==> src/design/iee_pkg.sv <==
`default_nettype none
// ---------------------------------------------------------------------------
// iee_pkg
// Shared types and constants for the infix expression evaluator.
// ---------------------------------------------------------------------------
package iee_pkg;

  localparam int LitW = 31;
  localparam logic [LitW-1:0] LitMax = {LitW{1'b1}};

  localparam logic [7:0] CH_PLUS  = 8'h2B;
  localparam logic [7:0] CH_MINUS = 8'h2D;
  localparam logic [7:0] CH_STAR  = 8'h2A;
  localparam logic [7:0] CH_SLASH = 8'h2F;
  localparam logic [7:0] CH_ZERO  = 8'h30;
  localparam logic [7:0] CH_NINE  = 8'h39;
  localparam logic [7:0] CH_SPACE = 8'h20;
  localparam logic [7:0] CH_TAB   = 8'h09;
  localparam logic [7:0] CH_CR    = 8'h0D;
  localparam logic [7:0] CH_NUL   = 8'h00;

  localparam logic [2:0] ST_OK       = 3'd0;
  localparam logic [2:0] ST_SYNTAX   = 3'd1;
  localparam logic [2:0] ST_BAD_CHAR = 3'd2;
  localparam logic [2:0] ST_DIV_ZERO = 3'd3;
  localparam logic [2:0] ST_LIT_OVF  = 3'd4;

  typedef enum logic [2:0] {
    PH_OPERAND = 3'd0,
    PH_LIT     = 3'd1,
    PH_OP      = 3'd2,
    PH_TRAIL   = 3'd3,
    PH_DONE    = 3'd4
  } phase_t;

  typedef enum logic [3:0] {
    S_IDLE,
    S_EVAL,
    S_MUL_LO,
    S_MUL_HI,
    S_MUL_ADD,
    S_DIV_INIT,
    S_DIV_ITER,
    S_DIV_DONE,
    S_FINISH
  } state_t;

  typedef struct packed {
    logic [7:0] ch;
    logic       last;
  } in_item_t;

  typedef struct packed {
    logic signed [63:0] value;
    logic [2:0]         status;
  } out_item_t;

  typedef struct packed {
    logic load;
    logic step;
    logic to_end;
    logic fold_zero;
    logic mul_lo;
    logic mul_hi;
    logic mul_add;
    logic div_init;
    logic div_iter;
    logic div_done;
    logic finish;
  } iee_cmd_t;

  typedef struct packed {
    logic need_fold;
    logic fold_mul;
    logic fold_zero;
    logic div_last;
    logic last;
    logic at_end;
  } iee_status_t;

endpackage
`default_nettype wire

==> src/design/iee_ctrl.sv <==
`default_nettype none
// ---------------------------------------------------------------------------
// iee_ctrl
// Sequencer: takes items, runs the multiply and divide steps of a fold,
// and hands finished results to the output register.
// ---------------------------------------------------------------------------
module iee_ctrl (
  input  wire                  clk,
  input  wire                  rst,
  input  wire                  item_valid,
  output logic                 item_stall,
  output logic                 result_valid,
  input  wire                  result_stall,
  input  iee_pkg::iee_status_t st,
  output iee_pkg::iee_cmd_t    cmd
);
  import iee_pkg::*;

  state_t state;
  state_t state_next;

  always_ff @(posedge clk) begin
    if (rst) begin
      state        <= S_IDLE;
      result_valid <= 1'b0;
    end else begin
      state <= state_next;
      if (cmd.finish) begin
        result_valid <= 1'b1;
      end else if (!result_stall) begin
        result_valid <= 1'b0;
      end
    end
  end

  always_comb begin
    state_next = state;
    unique case (state)
      S_IDLE: begin
        if (item_valid) state_next = S_EVAL;
      end
      S_EVAL: begin
        if (st.need_fold) begin
          if (st.fold_mul)       state_next = S_MUL_LO;
          else if (st.fold_zero) state_next = S_EVAL;
          else                   state_next = S_DIV_INIT;
        end else if (st.last && !st.at_end) begin
          state_next = S_EVAL;
        end else if (st.last) begin
          state_next = S_FINISH;
        end else begin
          state_next = S_IDLE;
        end
      end
      S_MUL_LO:   state_next = S_MUL_HI;
      S_MUL_HI:   state_next = S_MUL_ADD;
      S_MUL_ADD:  state_next = S_EVAL;
      S_DIV_INIT: state_next = S_DIV_ITER;
      S_DIV_ITER: begin
        if (st.div_last) state_next = S_DIV_DONE;
      end
      S_DIV_DONE: state_next = S_EVAL;
      S_FINISH: begin
        if (!result_valid || !result_stall) state_next = S_IDLE;
      end
      default:    state_next = S_IDLE;
    endcase
  end

  always_comb begin
    cmd        = '0;
    item_stall = (state != S_IDLE);
    unique case (state)
      S_IDLE:     cmd.load = item_valid;
      S_EVAL: begin
        if (st.need_fold) begin
          cmd.fold_zero = !st.fold_mul && st.fold_zero;
        end else begin
          cmd.step   = 1'b1;
          cmd.to_end = st.last && !st.at_end;
        end
      end
      S_MUL_LO:   cmd.mul_lo = 1'b1;
      S_MUL_HI:   cmd.mul_hi = 1'b1;
      S_MUL_ADD:  cmd.mul_add = 1'b1;
      S_DIV_INIT: cmd.div_init = 1'b1;
      S_DIV_ITER: cmd.div_iter = 1'b1;
      S_DIV_DONE: cmd.div_done = 1'b1;
      S_FINISH:   cmd.finish = !result_valid || !result_stall;
      default:    cmd = '0;
    endcase
  end

endmodule
`default_nettype wire

==> src/design/iee_dp.sv <==
`default_nettype none
// ---------------------------------------------------------------------------
// iee_dp
// Datapath: parser state, running sum and product, shared 32x32 multiplier,
// radix-4 restoring divider and the result register.
// ---------------------------------------------------------------------------
module iee_dp (
  input  wire                  clk,
  input  wire                  rst,
  input  iee_pkg::in_item_t    item,
  input  iee_pkg::iee_cmd_t    cmd,
  output iee_pkg::iee_status_t st,
  output iee_pkg::out_item_t   result
);
  import iee_pkg::*;

  // parser state
  phase_t          phase;
  logic [LitW-1:0] literal;
  logic [63:0]     running_sum;
  logic [63:0]     running_product;
  logic            pending_minus;
  logic            pending_divide;
  logic            divide_fault;
  logic [2:0]      error_code;

  // current character
  logic [7:0] cur_c;
  logic       cur_last;
  logic       at_end;

  // arithmetic units
  logic [63:0]     mreg;
  logic [63:0]     acc;
  logic [63:0]     dq;
  logic [LitW-1:0] rem;
  logic [4:0]      cnt;
  logic            neg;

  // step results
  phase_t          phase_next;
  logic [LitW-1:0] literal_next;
  logic [63:0]     running_sum_next;
  logic [63:0]     running_product_next;
  logic            pending_minus_next;
  logic            pending_divide_next;
  logic [2:0]      error_code_next;

  logic            is_digit;
  logic            is_space;
  logic            is_op;
  logic            active;
  logic [3:0]      digit;
  logic [LitW+3:0] lit_ext;
  logic [63:0]     fold_sum;
  logic [31:0]     mul_a;
  logic [63:0]     mul_res;
  logic [LitW:0]   t1;
  logic [LitW:0]   t2;
  logic            ge1;
  logic            ge2;
  logic [LitW-1:0] r1;
  logic [LitW-1:0] r2;

  assign is_digit = (cur_c >= CH_ZERO) && (cur_c <= CH_NINE);
  assign is_space = (cur_c == CH_SPACE) || ((cur_c >= CH_TAB) && (cur_c <= CH_CR));
  assign is_op    = (cur_c == CH_PLUS) || (cur_c == CH_MINUS) ||
                    (cur_c == CH_STAR) || (cur_c == CH_SLASH);
  assign active   = (error_code == ST_OK) && (phase < PH_DONE);
  assign digit    = cur_c[3:0];
  assign lit_ext  = {1'b0, literal, 3'b000} + {3'b000, literal, 1'b0} +
                    {{(LitW){1'b0}}, digit};
  assign fold_sum = pending_minus ? running_sum - running_product
                                  : running_sum + running_product;

  assign st.need_fold = active && (phase == PH_LIT) && !is_digit;
  assign st.fold_mul  = !pending_divide;
  assign st.fold_zero = pending_divide && (literal == '0);
  assign st.div_last  = (cnt == 5'd31);
  assign st.last      = cur_last;
  assign st.at_end    = at_end;

  // shared multiplier: low or high half of the product times the literal
  assign mul_a   = cmd.mul_hi ? running_product[63:32] : running_product[31:0];
  assign mul_res = mul_a * {{(32-LitW){1'b0}}, literal};

  // two quotient bits per cycle
  assign t1  = {rem, dq[63]};
  assign ge1 = t1 >= {1'b0, literal};
  assign r1  = ge1 ? LitW'(t1 - {1'b0, literal}) : t1[LitW-1:0];
  assign t2  = {r1, dq[62]};
  assign ge2 = t2 >= {1'b0, literal};
  assign r2  = ge2 ? LitW'(t2 - {1'b0, literal}) : t2[LitW-1:0];

  // one character through the parser, fold excluded
  always_comb begin
    phase_next           = phase;
    literal_next         = literal;
    running_sum_next     = running_sum;
    running_product_next = running_product;
    pending_minus_next   = pending_minus;
    pending_divide_next  = pending_divide;
    error_code_next      = error_code;
    if (active) begin
      unique case (phase)
        PH_OPERAND: begin
          if (is_space) begin
            phase_next = phase;
          end else if (is_digit) begin
            literal_next = LitW'(digit);
            phase_next   = PH_LIT;
          end else if (cur_c == CH_NUL || is_op) begin
            error_code_next = ST_SYNTAX;
          end else begin
            error_code_next = ST_BAD_CHAR;
          end
        end
        PH_LIT, PH_TRAIL: begin
          if (is_digit) begin
            if (lit_ext > {4'b0000, LitMax}) error_code_next = ST_LIT_OVF;
            else                            literal_next = lit_ext[LitW-1:0];
          end else if (divide_fault) begin
            error_code_next = ST_DIV_ZERO;
          end else begin
            phase_next = PH_DONE;
          end
        end
        PH_OP: begin
          if (is_space) begin
            phase_next = phase;
          end else if (is_digit) begin
            literal_next = LitW'(digit);
            phase_next   = PH_TRAIL;
          end else if (cur_c == CH_NUL || is_op) begin
            if (divide_fault) begin
              error_code_next = ST_DIV_ZERO;
            end else if (cur_c == CH_NUL) begin
              phase_next = PH_DONE;
            end else if (cur_c == CH_PLUS || cur_c == CH_MINUS) begin
              running_sum_next     = fold_sum;
              pending_minus_next   = (cur_c == CH_MINUS);
              running_product_next = 64'd1;
              pending_divide_next  = 1'b0;
              phase_next           = PH_OPERAND;
            end else begin
              pending_divide_next = (cur_c == CH_SLASH);
              phase_next          = PH_OPERAND;
            end
          end else begin
            error_code_next = ST_BAD_CHAR;
          end
        end
        default: phase_next = phase;
      endcase
    end
  end

  always_ff @(posedge clk) begin
    if (rst || cmd.finish) begin
      phase           <= PH_OPERAND;
      literal         <= '0;
      running_sum     <= '0;
      running_product <= 64'd1;
      pending_minus   <= 1'b0;
      pending_divide  <= 1'b0;
      divide_fault    <= 1'b0;
      error_code      <= ST_OK;
      cur_last        <= 1'b0;
      at_end          <= 1'b0;
    end else begin
      if (cmd.load) begin
        cur_last <= item.last;
        at_end   <= 1'b0;
      end
      if (cmd.to_end) begin
        at_end <= 1'b1;
      end
      if (cmd.step) begin
        phase           <= phase_next;
        literal         <= literal_next;
        running_sum     <= running_sum_next;
        running_product <= running_product_next;
        pending_minus   <= pending_minus_next;
        pending_divide  <= pending_divide_next;
        error_code      <= error_code_next;
      end
      if (cmd.fold_zero) begin
        divide_fault    <= 1'b1;
        running_product <= '0;
        phase           <= PH_OP;
      end
      if (cmd.mul_add) begin
        running_product <= acc + {mreg[31:0], 32'd0};
        phase           <= PH_OP;
      end
      if (cmd.div_done) begin
        running_product <= neg ? 64'd0 - dq : dq;
        phase           <= PH_OP;
      end
    end
  end

  // payload registers
  always_ff @(posedge clk) begin
    if (cmd.load) cur_c <= item.ch;
    if (cmd.to_end) cur_c <= CH_NUL;
    if (cmd.mul_lo) mreg <= mul_res;
    if (cmd.mul_hi) begin
      acc  <= mreg;
      mreg <= mul_res;
    end
    if (cmd.div_init) begin
      neg <= running_product[63];
      dq  <= running_product[63] ? 64'd0 - running_product : running_product;
      rem <= '0;
      cnt <= '0;
    end
    if (cmd.div_iter) begin
      dq  <= {dq[61:0], ge1, ge2};
      rem <= r2;
      cnt <= cnt + 5'd1;
    end
    if (cmd.finish) begin
      if (error_code != ST_OK) begin
        result.value  <= '0;
        result.status <= error_code;
      end else begin
        result.value  <= fold_sum;
        result.status <= ST_OK;
      end
    end
  end

endmodule
`default_nettype wire

==> src/design/infix_expression_evaluator.sv <==
`default_nettype none
// ---------------------------------------------------------------------------
// infix_expression_evaluator
// Integer infix evaluator fed one character per item.
//
// Input channel (item_valid / item_stall / item): one ASCII character and a
// last flag. Output channel (result_valid / result_stall / result): one
// result per expression, sent after the item marked last, carrying the
// 64-bit value (zero on error) and a status code.
// Each item is accepted in the idle step and then evaluated.
// A character that closes a literal after '*' adds three steps through the
// shared 32x32 multiplier (low half, high half, add) and a re-evaluation;
// after '/' it adds the radix-4 divider (init, iterations retiring 2
// quotient bits a cycle over 64 bits, done) and a re-evaluation. The last
// item adds one end-of-text evaluation (it may close a literal as well)
// and a finish step that loads the result register.
// The result sits in an output register; new items are accepted while it
// waits. A further result waits in its finish step while the receiver
// stalls, and item_stall stays high meanwhile.
// Reset (rst, synchronous) clears the parser state and drops any pending
// result.
// ---------------------------------------------------------------------------
module infix_expression_evaluator (
  input  wire                 clk,
  input  wire                 rst,
  input  wire                 item_valid,
  output logic                item_stall,
  input  iee_pkg::in_item_t   item,
  output logic                result_valid,
  input  wire                 result_stall,
  output iee_pkg::out_item_t  result
);
  import iee_pkg::*;

  iee_cmd_t    cmd;
  iee_status_t st;

  // sequencer: handshakes and fold steps
  iee_ctrl u_ctrl (
    .clk          (clk),
    .rst          (rst),
    .item_valid   (item_valid),
    .item_stall   (item_stall),
    .result_valid (result_valid),
    .result_stall (result_stall),
    .st           (st),
    .cmd          (cmd)
  );

  // parser state, arithmetic and the result register
  iee_dp u_dp (
    .clk    (clk),
    .rst    (rst),
    .item   (item),
    .cmd    (cmd),
    .st     (st),
    .result (result)
  );

`ifndef SYNTHESIS
  // an error result always carries a zero value
  a_err_zero: assert property (@(posedge clk) disable iff (rst)
    (result_valid && result.status != ST_OK) |-> (result.value == 64'd0))
    else $error("error result with nonzero value");

  // status codes stay in range
  a_status_range: assert property (@(posedge clk) disable iff (rst)
    result_valid |-> (result.status <= ST_LIT_OVF))
    else $error("status code out of range");

  // a new result appears only after a finish step
  a_rise_finish: assert property (@(posedge clk) disable iff (rst)
    $rose(result_valid) |-> $past(cmd.finish))
    else $error("result raised without finish");

  // the held result is not overwritten while stalled
  a_no_overwrite: assert property (@(posedge clk) disable iff (rst)
    (result_valid && result_stall) |-> !cmd.finish)
    else $error("result overwritten under stall");
`endif

endmodule
`default_nettype wire
==> config.mk <==
export PLATFORM = sky130hd
export DESIGN_NAME = infix_expression_evaluator
export DESIGN_NICKNAME = d
export VERILOG_FILES = /design/src/design/iee_pkg.sv /design/src/design/iee_ctrl.sv /design/src/design/iee_dp.sv /design/src/design/infix_expression_evaluator.sv
export SDC_FILE = /design/constraint.sdc
export NUM_CORES = 2
export LEC_CHECK = 0
export BUFFER_PORTS_ARGS = -buffer_cell sky130_fd_sc_hd__buf_4
export CORE_ASPECT_RATIO = 1.25
export CORE_MARGIN = 2
export CORE_UTILIZATION = 29
export CTS_BUF_LIST = sky130_fd_sc_hd__clkbuf_4 sky130_fd_sc_hd__clkbuf_8
export DETAILED_ROUTE_END_ITERATION = 12
export PLACE_DENSITY = 0.55
export SYNTH_ARGS = -nofsm -noshare
export SYNTH_HDL_FRONTEND = slang
export SYNTH_HIERARCHICAL = 1
export SYNTH_SLANG_ARGS = --single-unit
==> constraint.sdc <==
create_clock -name clk -period 34.2 [get_ports clk]
set_input_delay 5.13 -clock clk [delete_from_list [all_inputs] [get_ports clk]]
set_output_delay 5.13 -clock clk [all_outputs]
set_load 0.02 [all_outputs]
# Yosys cells after proc, flatten, opt, wreduce, memory -nomap -nowiden
# Index checks and enable logic that the tools add are counted.
# word_totals
latch_bits,0
mem_bits_ro,0
n_memories,0
regBits,477
mem_bits_rw,0
elab_cells,221
# classes
n_reduce_logical,49
n_eq_ne,46
muxes,81
shift,0
order_cmp,8
bitwise,4
addsub,10
mul,1
n_div,0
# ops
op,n
$mux 64,17
$mux 31,8
$sub 1x64->64 const A,2
$mux 63,2
$add 63x64->64,1
$add 64x64->64,1
$ge 32x31->1,2
$sub 64x64->64,1
$mul 32x31->63,1
$pmux 31 s2,1
$sub 31x31->31,2
$mux 3,19
$eq 8x6->1 const B,5
$add 34x32->35,1
$add 35x4->35,1
$gt 35x31->1 const B,1
$mux 32,1
$pmux 4 s8,1
$logic_not 31->1,1
$mux 4,7
$reduce_bool 4->1,6
$ne 2x2->1 const B,10
$ne 5x5->1 const B,4
$reduce_and 10->1,2
40 further kinds,102

# Longest topological paths before layout
# logic_depth
depth_word,14
mapped_depth,35
ltp_nobuf,31

# Cells and area by module
# Netlist, hierarchy kept.
# by_module_without_submodules
mod,area_per_inst_um2,cells_per_inst,seq_area_each_um2,n_inst
iee_dp,63514.7,7185,12391.9,1
iee_ctrl,394.1,51,100.1,1

# Least setup slack after synthesis
# No wires, ideal clock.
# synth_path
kind,reg-to-reg
startpoint,reg u_ctrl.state[1]
endpoint,"reg u_dp.mreg[58], data pin"
slack_ps,22535
stages_incl_launch_ff,31
n_path_buf,4
synth_period_minus_slack_ps,11665
t_required_ps,33935
t_arrival_ps,11400
cell_sequence,dfxtp_1 buf_2 nand2b_1 nor2_1 clkbuf_1 clkbuf_1 mux2i_1 clkbuf_1 nor2_1 fa_1 fa_1 inv_1 fa_1 fa_1 fa_1 inv_1 fa_1 fa_1 inv_1 fa_1 inv_1 ha_1 a21o_1 a221o_1 a21oi_1 o21a_1 a21oi_1 or3_1 a31oi_1 a21oi_1 xor2_1
# synth_lines
item,line_no,source
from (decl),iee_ctrl.sv:19,state_t state;
from (signal assigned),iee_ctrl.sv:27,state <= state_next;
to (signal assigned),iee_dp.sv:207,if (cmd.mul_lo) mreg <= mul_res;
to (signal assigned),iee_dp.sv:210,mreg <= mul_res;
to (decl),iee_dp.sv:33,logic [63:0] mreg;

==> reports/metrics.yaml <==
run_status:
  status: "finished clean"
setup_path:
  critical_path_class: "reg -> reg"
  cp_max_fo: 63
  worst_ep_required_time_ps: 34740
  cp_data_arrival_time_ps: 11620
  setup.worst_path.start_class: "register"
  path_common_cell: "fa_1"
  cp-end-kind: "register"
  worst_path_largest_cell_delay_ps: 830
  cpMaxStageDelayCell: "buf_4"
sta:
  setup_viol: 0
  min_period_ps: 11080
  max_freq_ghz: 0.0902
  hold_viol: 0
  fin_crit_sh_pct: 32.4
  tns_ps: 0
  rsz0062_at_grt: "false"
  max_slew_margin_pct: 2.98
  skew_ps: 60.7
  slew_violations: 0
  worstMarginPinSlew_ps: 1440
routing:
  drt.antenna.violating_nets: 0
  first_pass_iters: 6
  avgRoutedWirePerCell_um: 22.4
  vias: 52600
  routed_wl_mm: 227
  drt_iter0_drc: 4484
  vias_per_cell: 5.20
  drc: 0
synthesis:
  synthTopCellsByArea: "fa_1 27%, edfxtp_1 14%, ha_1 9.4%"
  synth_nets: 8599
  synth_top_area_share_pct: 27.3
  netlist_area_sq_mm: 0.0639
  yosysSeqAreaShare_pct: 19.5
  ys_ff_latch: 477
  synth_top_area_cell: "fa_1"
  ys.flop_type: "edfxtp_1"
  yosysUniqueCellTypes: 95
  postSynthCellCount: 7236
  yosys_warnings: 6
  synth_edf_count: 294
  synthArstFlopShare_pct: 0
  syn_area_per_cell_sq_um: 8.83
global_routing:
  grt_pass1_wl_mm: 343
  track_usage_pct: 20.2
  antenna_found_initial: 7
  grt_overflow: 0
  first_global_vias: 54800
  grt_max_degree: 98
cells_and_area:
  area_delta_synth_final_pct: 8.99
  register_area_sq_mm: 0.0125
  nFillCells: 23000
  fin_nets: 8498
  multiInputGateArea_sq_mm: 0.0464
  final_core_util_pct: 31.8
  layout-drive-gt1-share_pct: 6.69
die:
  die_area_sq_mm: 0.224
  die_h_um: 529
  die_w_um: 424
  rows: 192
  io_pins: 82
  start_util_pct: 29.2
  core_area_sq_mm: 0.219
clock_network:
  htree_levels: 3
  path_clk_slew_ps: 60
  post_cts_buffers: 0
  cts_tree: "yes"
  hold_buffers: 0
  cts.repair.resized: 0
  cts_sinks: 477
  cts_buffers: 89
  cts_max_path_buffers: 3
  insertion_delay_ps: 780
  cts-root-buf: "clkbuf_8"
placed_design:
  place_congestion: 0.942
  hpwl_mm: 174
  port_buffers: 81
pwr:
  power.total_w: 0.00127
  ir_worst_vdd_mv: 0.0243
  power_density_mw_per_mm2: 18.2
  leakagePower_nw: 30.4
run:
  cap_violations: 0
worst_hold_path:
  hold_path.class: "reg -> reg"
-- metal layers --
layer / vias to the layer above / wire [um] / track usage (%)
li1: 23500 / - / -
met1: 26400 / 88100 / 23.7
met2: 2006 / 106000 / 33.8
met3: 632 / 14200 / 3.06
met4: 0 / 18400 / 14.2
met5: - / 0 / 0
-- worst paths after layout --
kind                   startpoint  slack, ps  depth (start not counted)       endpoint
setup reg to reg  u_ctrl/state[1]      23120                         30  u_dp/mreg[48]
setup / recovery  u_ctrl/state[1]      23120                         30  u_dp/mreg[48]
hold reg to reg      u_dp/mreg[7]        420                          0    u_dp/acc[7]
hold / removal       u_dp/mreg[7]        420                          0    u_dp/acc[7]
-- registers in the layout, indices dropped and copies added (netlist names), 3 cells and up --
signal and flops:
u_ctrl/state 4, u_dp/literal 31, u_dp/phase 3, u_dp/cur_c 8
u_dp/cnt 5, u_dp/mreg 63, u_dp/rem 31, u_dp/running_sum 64
u_dp/dq 64, u_dp/acc 63, u_dp/running_product 64, u_dp/result 67
u_dp/error_code 3
-- worst max-delay path, delay by kind of cell, from the launching register on --
kind	cells	cell delay, ps
mux	2	400
flops	1	550
simple gates	6	1320
compound gates	4	1720
fa+ha+maj	9	4540
buf+inv	9	2190
-- metrics by stage --
| stage | hold WS [ps] | setup slack [ps] | cells | instance area (sq um) |
|---|---|---|---|---|
| global placement | 415 | 23420 | 9954 | 67700 |
| floorplan | 400 | 22530 | 7236 | 63900 |
| detailed placement | 408 | 23130 | 9954 | 67700 |
| finish | 420 | 23120 | 10100 | 69700 |
| CTS | 398 | 23090 | 10100 | 69700 |
| global route | 419 | 22400 | 10100 | 69700 |
-- where the power goes --
part           internal [W]  switching (W)
combinational     0.0000139      0.0000317
sequential         0.000607     0.00000543
clock              0.000338       0.000274
-- logic make-up after synthesis --
group | Yosys count | synth area share, %
AO/OA/AOI/OAI | 1181 | 11.9
buffers and inverters | 1374 | 8.15
AND/OR/NAND/NOR | 2340 | 16.4
XOR/XNOR | 389 | 5.33
flip-flops | 477 | 19.5
multiplexers | 125 | 2.05
adder cells (fa/ha/maj) | 1350 | 36.7
-- Yosys cell counts (143+ instances only) --
cell	count
ha_1	478
a21oi_1	366
fa_1	872
o21ai_0	245
xnor2_1	253
inv_1	973
nor2_1	826
dfxtp_1	183
clkbuf_1	368
a21o_1	143
nand2_1	851
edfxtp_1	294
-- layout by cell type, fill, tap and decap left out, types with 101 or more instances in the layout --
cell	n
and2_1	125
ha_1	478
nor2_1	821
fa_1	872
edfxtp_1	294
xor2_1	136
nand2_1	850
xnor2_1	253
a21oi_1	365
dfxtp_1	181
inv_1	973
clkbuf_8	101
buf_4	204
a21o_1	143
o21ai_0	244
-- final cells by class --
class                           count  area share [%]
Multi-Input combinational cell   5385            66.6
Sequential cell                   477            17.9
Inverter                          978            5.27
Tap cell                         2910            5.23
Clock buffer                      134            2.35
Timing Repair Buffer              204            2.20
Clock inverter                     29           0.386
Antenna cell                        2         0.00719
(Power assumes the default switching activity.)
